**config.mk**
```make
export PLATFORM = sky130hd
export DESIGN_NAME = niqb_div
export DESIGN_NICKNAME = d
export VERILOG_FILES = /design/src/niqb_pkg.sv /design/src/niqb_div.sv
export SDC_FILE = /design/constraint.sdc
export NUM_CORES = 1
export LEC_CHECK = 0
export BUFFER_PORTS_ARGS = -buffer_cell sky130_fd_sc_hd__buf_4
export CAP_MARGIN = 10
export CORE_ASPECT_RATIO = 1.2
export CORE_MARGIN = 2
export CORE_UTILIZATION = 26
export DETAILED_ROUTE_END_ITERATION = 8
export PLACE_DENSITY = 0.43
export SLEW_MARGIN = 40
export SYNTH_ARGS = -nofsm -noshare
export SYNTH_HDL_FRONTEND = slang
export SYNTH_SLANG_ARGS = --single-unit
```
**constraint.sdc**
```tcl
create_clock -name clock -period 2.6 [get_ports clock]
set_clock_uncertainty 0.05 [all_clocks]
set_input_delay 0.26 -clock clock [delete_from_list [all_inputs] [get_ports clock]]
set_output_delay 0.26 -clock clock [all_outputs]
set_load 0.01 [all_outputs]
```
**src/niqb_pkg.sv**
```systemverilog
// ---------------------------------------------------------------------------
// niqb_pkg
// Shared constants and types for the normalized inverse-quadratic blur core.
// ---------------------------------------------------------------------------
`timescale 1ns / 1ps
`default_nettype none
package niqb_pkg;

   localparam int MAX_ROWS    = 512;
   localparam int MAX_COLUMNS = 512;
   localparam int ROW_W       = $clog2(MAX_ROWS);
   localparam int COL_W       = $clog2(MAX_COLUMNS);
   localparam int ADDR_W      = ROW_W + COL_W;
   localparam int DEPTH       = MAX_ROWS * MAX_COLUMNS;
   localparam int PIX_W       = 32;

   localparam int REM_W       = 33;
   localparam int BITS_W      = 64;
   localparam int STEP_W      = 6;

   localparam logic [STEP_W-1:0] WEIGHT_STEPS = 6'd16;
   localparam logic [STEP_W-1:0] FINAL_STEPS  = 6'd33;
   localparam logic [15:0]       CENTER_WEIGHT = 16'hFFFF;

   localparam logic [1:0] REG_ROWS    = 2'd0;
   localparam logic [1:0] REG_COLUMNS = 2'd1;
   localparam logic [1:0] REG_WINDOW  = 2'd2;
   localparam logic [1:0] REG_AMOUNT  = 2'd3;

   localparam logic ACTION_WRITE = 1'b0;
   localparam logic ACTION_READ  = 1'b1;

   typedef enum logic [5:0] {
      ST_IDLE  = 6'b000001,
      ST_TAP   = 6'b000010,
      ST_WAIT  = 6'b000100,
      ST_FINAL = 6'b001000,
      ST_FWAIT = 6'b010000,
      ST_DONE  = 6'b100000
   } state_type;

   typedef struct packed {
      logic                 start;
      logic [STEP_W-1:0]    steps;
      logic [REM_W-1:0]     rem_init;
      logic [BITS_W-1:0]    bits_init;
      logic [REM_W-1:0]     divisor;
   } div_req_type;

endpackage
`default_nettype wire

```
**src/niqb_div.sv**
```systemverilog
// ---------------------------------------------------------------------------
// niqb_div
// Restoring divider producing one quotient bit per cycle.
// ---------------------------------------------------------------------------
`timescale 1ns / 1ps
`default_nettype none
module niqb_div
   import niqb_pkg::*;
(
   input  wire logic        clock,
   input  wire logic        reset,
   input  wire div_req_type req,
   output logic             busy,
   output logic [REM_W-1:0] quotient
);

   logic [REM_W-1:0]  rem_ff, rem_in;
   logic [BITS_W-1:0] bits_ff, bits_in;
   logic [REM_W-1:0]  divisor_ff, divisor_in;
   logic [STEP_W-1:0] count_ff, count_in;
   logic              busy_ff, busy_in;
   logic [REM_W:0]    trial;
   logic [REM_W:0]    diff;
   logic              take;

   always_comb begin
      trial      = {rem_ff, bits_ff[BITS_W-1]};
      diff       = trial - {1'b0, divisor_ff};
      take       = !diff[REM_W];
      rem_in     = rem_ff;
      bits_in    = bits_ff;
      divisor_in = divisor_ff;
      count_in   = count_ff;
      busy_in    = busy_ff;
      if (req.start) begin
         rem_in     = req.rem_init;
         bits_in    = req.bits_init;
         divisor_in = req.divisor;
         count_in   = req.steps;
         busy_in    = 1'b1;
      end else if (busy_ff) begin
         rem_in   = take ? diff[REM_W-1:0] : trial[REM_W-1:0];
         bits_in  = {bits_ff[BITS_W-2:0], take};
         count_in = count_ff - 1'b1;
         busy_in  = (count_ff != 6'd1);
      end
   end

   always_ff @(posedge clock) begin
      if (reset) begin
         busy_ff  <= 1'b0;
         count_ff <= '0;
      end else begin
         busy_ff  <= busy_in;
         count_ff <= count_in;
      end
      rem_ff     <= rem_in;
      bits_ff    <= bits_in;
      divisor_ff <= divisor_in;
   end

   assign busy     = busy_ff;
   assign quotient = bits_ff[REM_W-1:0];

endmodule
`default_nettype wire

```
==> out/qor.txt, run 1 <==
Status: finished with violations
Failing checks: setup timing
Clock Pin Slew Worst Setup and Hold Paths: 0.07 ns
Post-DP HPWL: 16,500 um
Initial antenna violation count: 0
Area contributors post-synth: edfxtp_1, mux2_2, ha_1, buf_4, nand2_1
Buffers on Ports: 172
Share of cells above drive strength 1: 40.2%
Total GRT Usage: 14.2%
TritonRoute pass-1 iters: 4
Clock Sinks: 137
Vias in the first global route: 6,602
Grt ovf: 0
Final period utilization: 105%
CP Data Required Time: 2.73 ns
Synth async-reset ratio: 0%
Largest buffer count on any clock path: 2
Worst r2r dst: rem_ff[24]
Crit Path Max Fanout: 18
Synth Register Bits: 137
Drt drc: 0
Worst IR Drop VDD: 0.000418 V
Setup CP Type: flop to flop
Max cap viols: 0
Crit start category: flop
Final hold viol count: 0
Clk Latency, worst-skew pair: 0.43 ns
Detailed-route via count: 6,290
Min-delay src: req[132]
Final setup margin: -0.127 ns
Syn Nets: 905
Worst Hold Endpoint: count_ff[2]
P per Cell Area: 944 nW/um^2
RSZ-0062 raised after global routing: true
# setup viols final: 34
GPL Wtd Cong: 0.783
Min Hold Slack: 0.0221 ns
Max Slew Vio Count: 0
Number of H-tree levels: 4
Arrival @ worst endpoint: 2.86 ns
Synth cell count leaders: edfxtp_1, nand2_1, mux2_2
Routed wire length: 22,700 um
Rows: 70
Antenna violation net count after detailed routing: 0
CP Cell Sequence: ha_1, o211ai_1, a21oi_1, o211ai_1, nand3_2, a31oi_4, xnor2_4, buf_12, mux2i_1, o21ai_1
Fmax: 367 MHz
Hold Path Stages: 3
Post-Syn Instances: 730
CP Capture Type: flop
Antenna fix cells: 0
Share of the synthesized area in the top cell type: 48.2%
Initial core utilization: 26.5%
R2r startpoint: rem_ff[1]
Ports: 173
Most common cell in the netlist: edfxtp_1
Die ar.: 32,600 sq um
Register area: 4040 sq um
Mapped Avg Cell Area: 11.1 sq um
Area growth syn-to-layout: 40.1%
Largest net degree at the start of global routing: 63
Yosys cell types: 60
Most used cell, CP: o211ai_1
Post-synth EDFFs: 130
Relative slew slack: 57.7%
Die Ht: 197 um
Dominant synthesized flop cell: edfxtp_1
CORE AREA: 30,600 sq um
Min Clock Period, post-route: 2.73 ns
Yosys warns: 0
Global-route wire length before repair: 35,400 um
Number of CTS-inserted buffers: 17
FF-to-FF path depth: 10
Die Width: 165 um
Cell accounting for the most synthesized area: edfxtp_1
Nets: 1,162
Detail-routed via count per cell: 4.51
Seq/Total Area, Yosys: 49.9%
P_leak: 4.79 nW
Routed WL per cell: 16.2 um
Initial drt markers: 223
Area occupied by multi-input gates: 3640 sq um
Slowest Stage Delay on Critical Path: 0.39 ns
Worst hold path type: input pin to flop
CP max-delay cell: edfxtp_1
Least-Margin Pin Slew: 0.634 ns
Post-Syn Area: 8100 sq um
Worst R2R Setup Slack: -0.13 ns
TritonCTS clock tree: built
# fillers: 3,058
Root Buffer: clkbuf_16
Worst slack at placement: -0.213 ns
worst max-delay path: cells and delay by family (launching register included):
family,cells,cell delay (ns)
fa+ha+maj,1,0.32
compound gates,5,0.89
simple gates,1,0.19
xor+xnor,1,0.18
mux,1,0.23
flops,1,0.39
buf+inv,1,0.22
per-stage QoR:
| stage | power (mW) | cells | area, sq um | TNS (ns) | utilization (%) |
|---|---|---|---|---|---|
| detailed placement | 7.99 | 1320 | 10200 | -5.00 | 33.4 |
| finish | 10.7 | 1396 | 11300 | -2.97 | 37.1 |
| floorplan | 6.24 | 730 | 8100 | 0 | - |
| global route | 11.4 | 1396 | 11300 | -9.15 | 37.1 |
| CTS | 10.5 | 1389 | 11200 | -3.93 | 36.7 |
| global placement | 8.00 | 1320 | 10200 | -4.03 | 33.4 |
area by class of cell:
| class | instances | share of cell area (%) |
|---|---|---|
| Inverter | 44 | 1.46 |
| Clock buffer | 17 | 3.75 |
| Timing Repair Buffer | 304 | 21.7 |
| Tap cell | 396 | 4.37 |
| Multi-Input combinational cell | 483 | 32.1 |
| Clock inverter | 15 | 1.04 |
| Sequential cell | 137 | 35.6 |
sequential cells by signal (all words and copies together) (netlist names):
name        cells
bits_ff        64
busy            1
count_ff        6
divisor_ff     33
rem_ff         33
report_power, final:
part	internal (mW)	total [mW]	leakage (nW)	switching (mW)
registers	2.92	3.13	1.36	0.216
logic	2.65	5.24	3.18	2.59
clock network	1.24	2.34	0.249	1.10
repair_timing:
| action | 4_1_cts | 5_1_grt |
|---|---|---|
| resized for setup | 18 | 12 |
| endpoints found under the hold margin | 40 | 0 |
| hold buffers | 37 | 0 |
| buffers inserted | 0 | 5 |
| gates cloned | 0 | 2 |
| pin swaps | 4 | 3 |
| setup endpoints to repair | 33 | 34 |
how the worst max path moves through the flow:
| stage | from | to |
|---|---|---|
| floorplan | bits_ff[63] | rem_ff[26] |
| global placement | rem_ff[11] | rem_ff[27] |
| detailed placement | rem_ff[3] | rem_ff[24] |
| CTS | rem_ff[1] | rem_ff[24] |
| global route | rem_ff[1] | rem_ff[22] |
| finish | rem_ff[1] | rem_ff[24] |
layer usage:
layer  global-route usage [%]  share of wire [%]  wire [um]
met1                     17.0                 43       9750
met2                     24.0                 49      11100
met3                     5.14                7.0       1580
met4                     3.67               0.96        218
met5                        0                  0          0
cells by family after synthesis:
kind of cell               share of synthesized area, %
and+or+nand+nor                                    9.44
DFF                                                49.9
xor gates and xnor gates                           3.55
AOI/OAI and AO/OA                                  12.1
buffers and inverters                              7.21
adders and majority gates                          5.65
muxes                                              12.1
cell usage in the layout (no fill, tap or decap), types with 3 or more instances in the layout:
cell,Yosys,final
ha_4,0,3
a21oi_1,51,45
a21oi_2,3,9
o21bai_1,6,6
nand2b_4,2,3
nand3_1,8,8
mux2_2,63,63
o21ai_0,24,22
inv_1,44,44
clkinvlp_4,0,6
o21ai_1,26,27
and3_1,5,5
inv_6,0,5
mux2i_1,27,26
nand4_1,9,9
dfxtp_1,7,7
buf_12,0,5
ha_1,35,31
o211ai_1,6,6
xnor2_1,17,17
clkbuf_16,0,18
edfxtp_1,130,130
nand2b_1,6,5
a31oi_1,5,4
o21ai_2,2,3
nor3_1,7,7
buf_4,37,259
dlygate4sd3_1,0,37
nand2_2,1,3
nand2_1,73,70
a21o_1,11,11
xor2_1,14,14
nor2_1,41,41
o21a_1,3,3
Note: power is estimated with default switching activity, not from simulation.
==> inputs of run 2 (changes only) <==
- GPL_TIMING_DRIVEN: default -> 0
==> out/qor.txt, run 2 (synthesized netlist as in run 1, its figures left out) <==
Met1 Use GR: 17.4%
Number of H-tree levels: 4
Post-DP HPWL: 17,500 um
Slowest Stage Delay on Critical Path: 0.42 ns
Rows: 70
Least-Margin Pin Slew: 0.720 ns
Initial antenna violation count: 1
Crit start category: flop
Initial drt markers: 267
Area growth syn-to-layout: 44.0%
# setup viols final: 33
Total GRT Usage: 15.2%
Fmax: 365 MHz
TritonRoute pass-1 iters: 4
Crit Path Max Fanout: 3
Max reg flops: 64
Antenna fix cells: 0
Setup TNS: -3.11 ns
CORE AREA: 30,600 sq um
Grt ovf: 0
RSZ-0062 raised after global routing: true
Crit-path leading delay family: compound AO/OA/AOI/OAI gates
TritonCTS clock tree: built
Buffers on Ports: 172
Grt met3 use: 5.23%
Post-place instance area: 9950 sq um
Die ar.: 32,600 sq um
Max Slew Vio Count: 0
Buf+Inv Stages, Crit Path: 0
Largest net degree at the start of global routing: 36
P_leak: 4.77 nW
CP max-delay cell: edfxtp_1
Largest buffer count on any clock path: 2
Drt drc: 0
Min Clock Period, post-route: 2.74 ns
GPL Wtd Cong: 0.806
Most common cell after layout, fill and taps aside: buf_4
Hold Path Stages: 3
Worst IR Drop VDD: 0.000432 V
Worst r2r dst: rem_ff[26]
Clock Pin Slew Worst Setup and Hold Paths: 0.07 ns
Initial core utilization: 26.5%
Die Ht: 197 um
Arrival @ worst endpoint: 2.87 ns
Worst R2R Setup Slack: -0.14 ns
Most used routing layer in global routing: met2
Clock Sinks: 137
Detail-routed via count per cell: 4.60
Global-route wire length before repair: 37,700 um
CP Data Required Time: 2.73 ns
Top flop regs: bits_ff x64, divisor_ff x33, rem_ff x33
Status: finished with violations
Worst hold path type: input pin to flop
Nets: 1,159
FF-to-FF path depth: 10
Biggest register: bits_ff
Relative slew slack: 52.0%
Die Width: 165 um
Max cap viols: 0
Final hold viol count: 0
Grt met2 use: 26.5%
Detailed-route via count: 6,412
Design area: 11,700 sq um
Most frequent cells in the layout: buf_4, edfxtp_1, nand2_1
Share of cells above drive strength 1: 43.2%
Number of CTS-inserted buffers: 17
Worst Hold Endpoint: count_ff[4]
Final period utilization: 105%
Final setup margin: -0.141 ns
Antenna violation net count after detailed routing: 0
Setup CP Type: flop to flop
Vias in the first global route: 6,850
R2r startpoint: divisor_ff[0]
Routed wire length: 24,300 um
Root Buffer: clkbuf_16
Min-delay src: req[134]
CP Cell Sequence: ha_4, fa_2, nand2b_4, a21oi_4, o21ai_2, a211oi_2, o21bai_2, o31ai_2, xnor2_1, o21ai_1
Worst slack at placement: -1.55 ns
P per Cell Area: 954 nW/um^2
Ports: 173
Final Power: 11.1 mW
Failing checks: setup timing
CP Capture Type: flop
Min Hold Slack: 0.0235 ns
Routed WL per cell: 17.4 um
Clk Latency, worst-skew pair: 0.43 ns
run 2: cell types whose count changed in the layout (fill, tap and decap cells not counted), sizes merged:
cell         previous run  this run
clkinvlp                6         3
or2                     2         3
dlygate4sd3            37        35
clkbuf                 18        34
clkinv                  3         5
buf                   266       248
bufinv                  0         1
run 2: where the power goes:
group | internal [mW] | total (mW) | switching (mW)
registers | 2.92 | 3.16 | 0.245
clock network | 1.34 | 2.44 | 1.11
logic | 2.72 | 5.52 | 2.80
total | 6.97 | 11.1 | 4.15
run 2: area by class of cell:
cell class                      count  area [sq um]
Clock buffer                       17           425
Multi-Input combinational cell    484          4000
Fill cell                        3022         18900
Sequential cell                   137          4040
Buffer                             62           448
Tap cell                          396           495
Timing Repair Buffer              238          1940
Inverter                           44           165
Clock inverter                     15           141
run 2: tightest hold or removal path, delay by kind of cell:
family	cells	cell delay, ns
AOI/OAI and AO/OA	1	0.05
buffers and inverters	1	0.08
and+or+nand+nor	1	0.07
run 2: layer usage:
layer  share of wire, %  wire (um)
met3                7.1       1730
met1                 41       9970
met4                1.8        429
met2                 50      12100
met5              0.066         16
run 2: timing repair:
item / in CTS / in global routing
endpoints found under the hold margin: 40 / 0
setup buffers: 14 / 14
hold buffers: 35 / 0
resized for setup: 81 / 57
gates cloned: 3 / 0
pin swaps: 21 / 23
setup endpoints to repair: 131 / 61
run 2: worst max-delay path by stage:
stage,start,endpoint,slack (ns),cells past startpoint
after floorplan,bits_ff[63],rem_ff[26],0.05,11
after global placement,req[136],bits_ff[11],-1.78,5
after detailed placement,req[136],bits_ff[11],-1.55,8
after CTS,rem_ff[10],rem_ff[8],-0.24,12
after global routing,rem_ff[20],rem_ff[4],-0.28,11
final,divisor_ff[0],rem_ff[26],-0.14,10
run 2: metrics by stage:
stage / utilization, % / cells
2_1_floorplan: - / 730
3_3_place_gp: 32.4 / 1298
3_5_place_dp: 32.6 / 1301
4_1_cts: 37.3 / 1384
5_1_grt: 38.2 / 1393
6_report: 38.2 / 1393
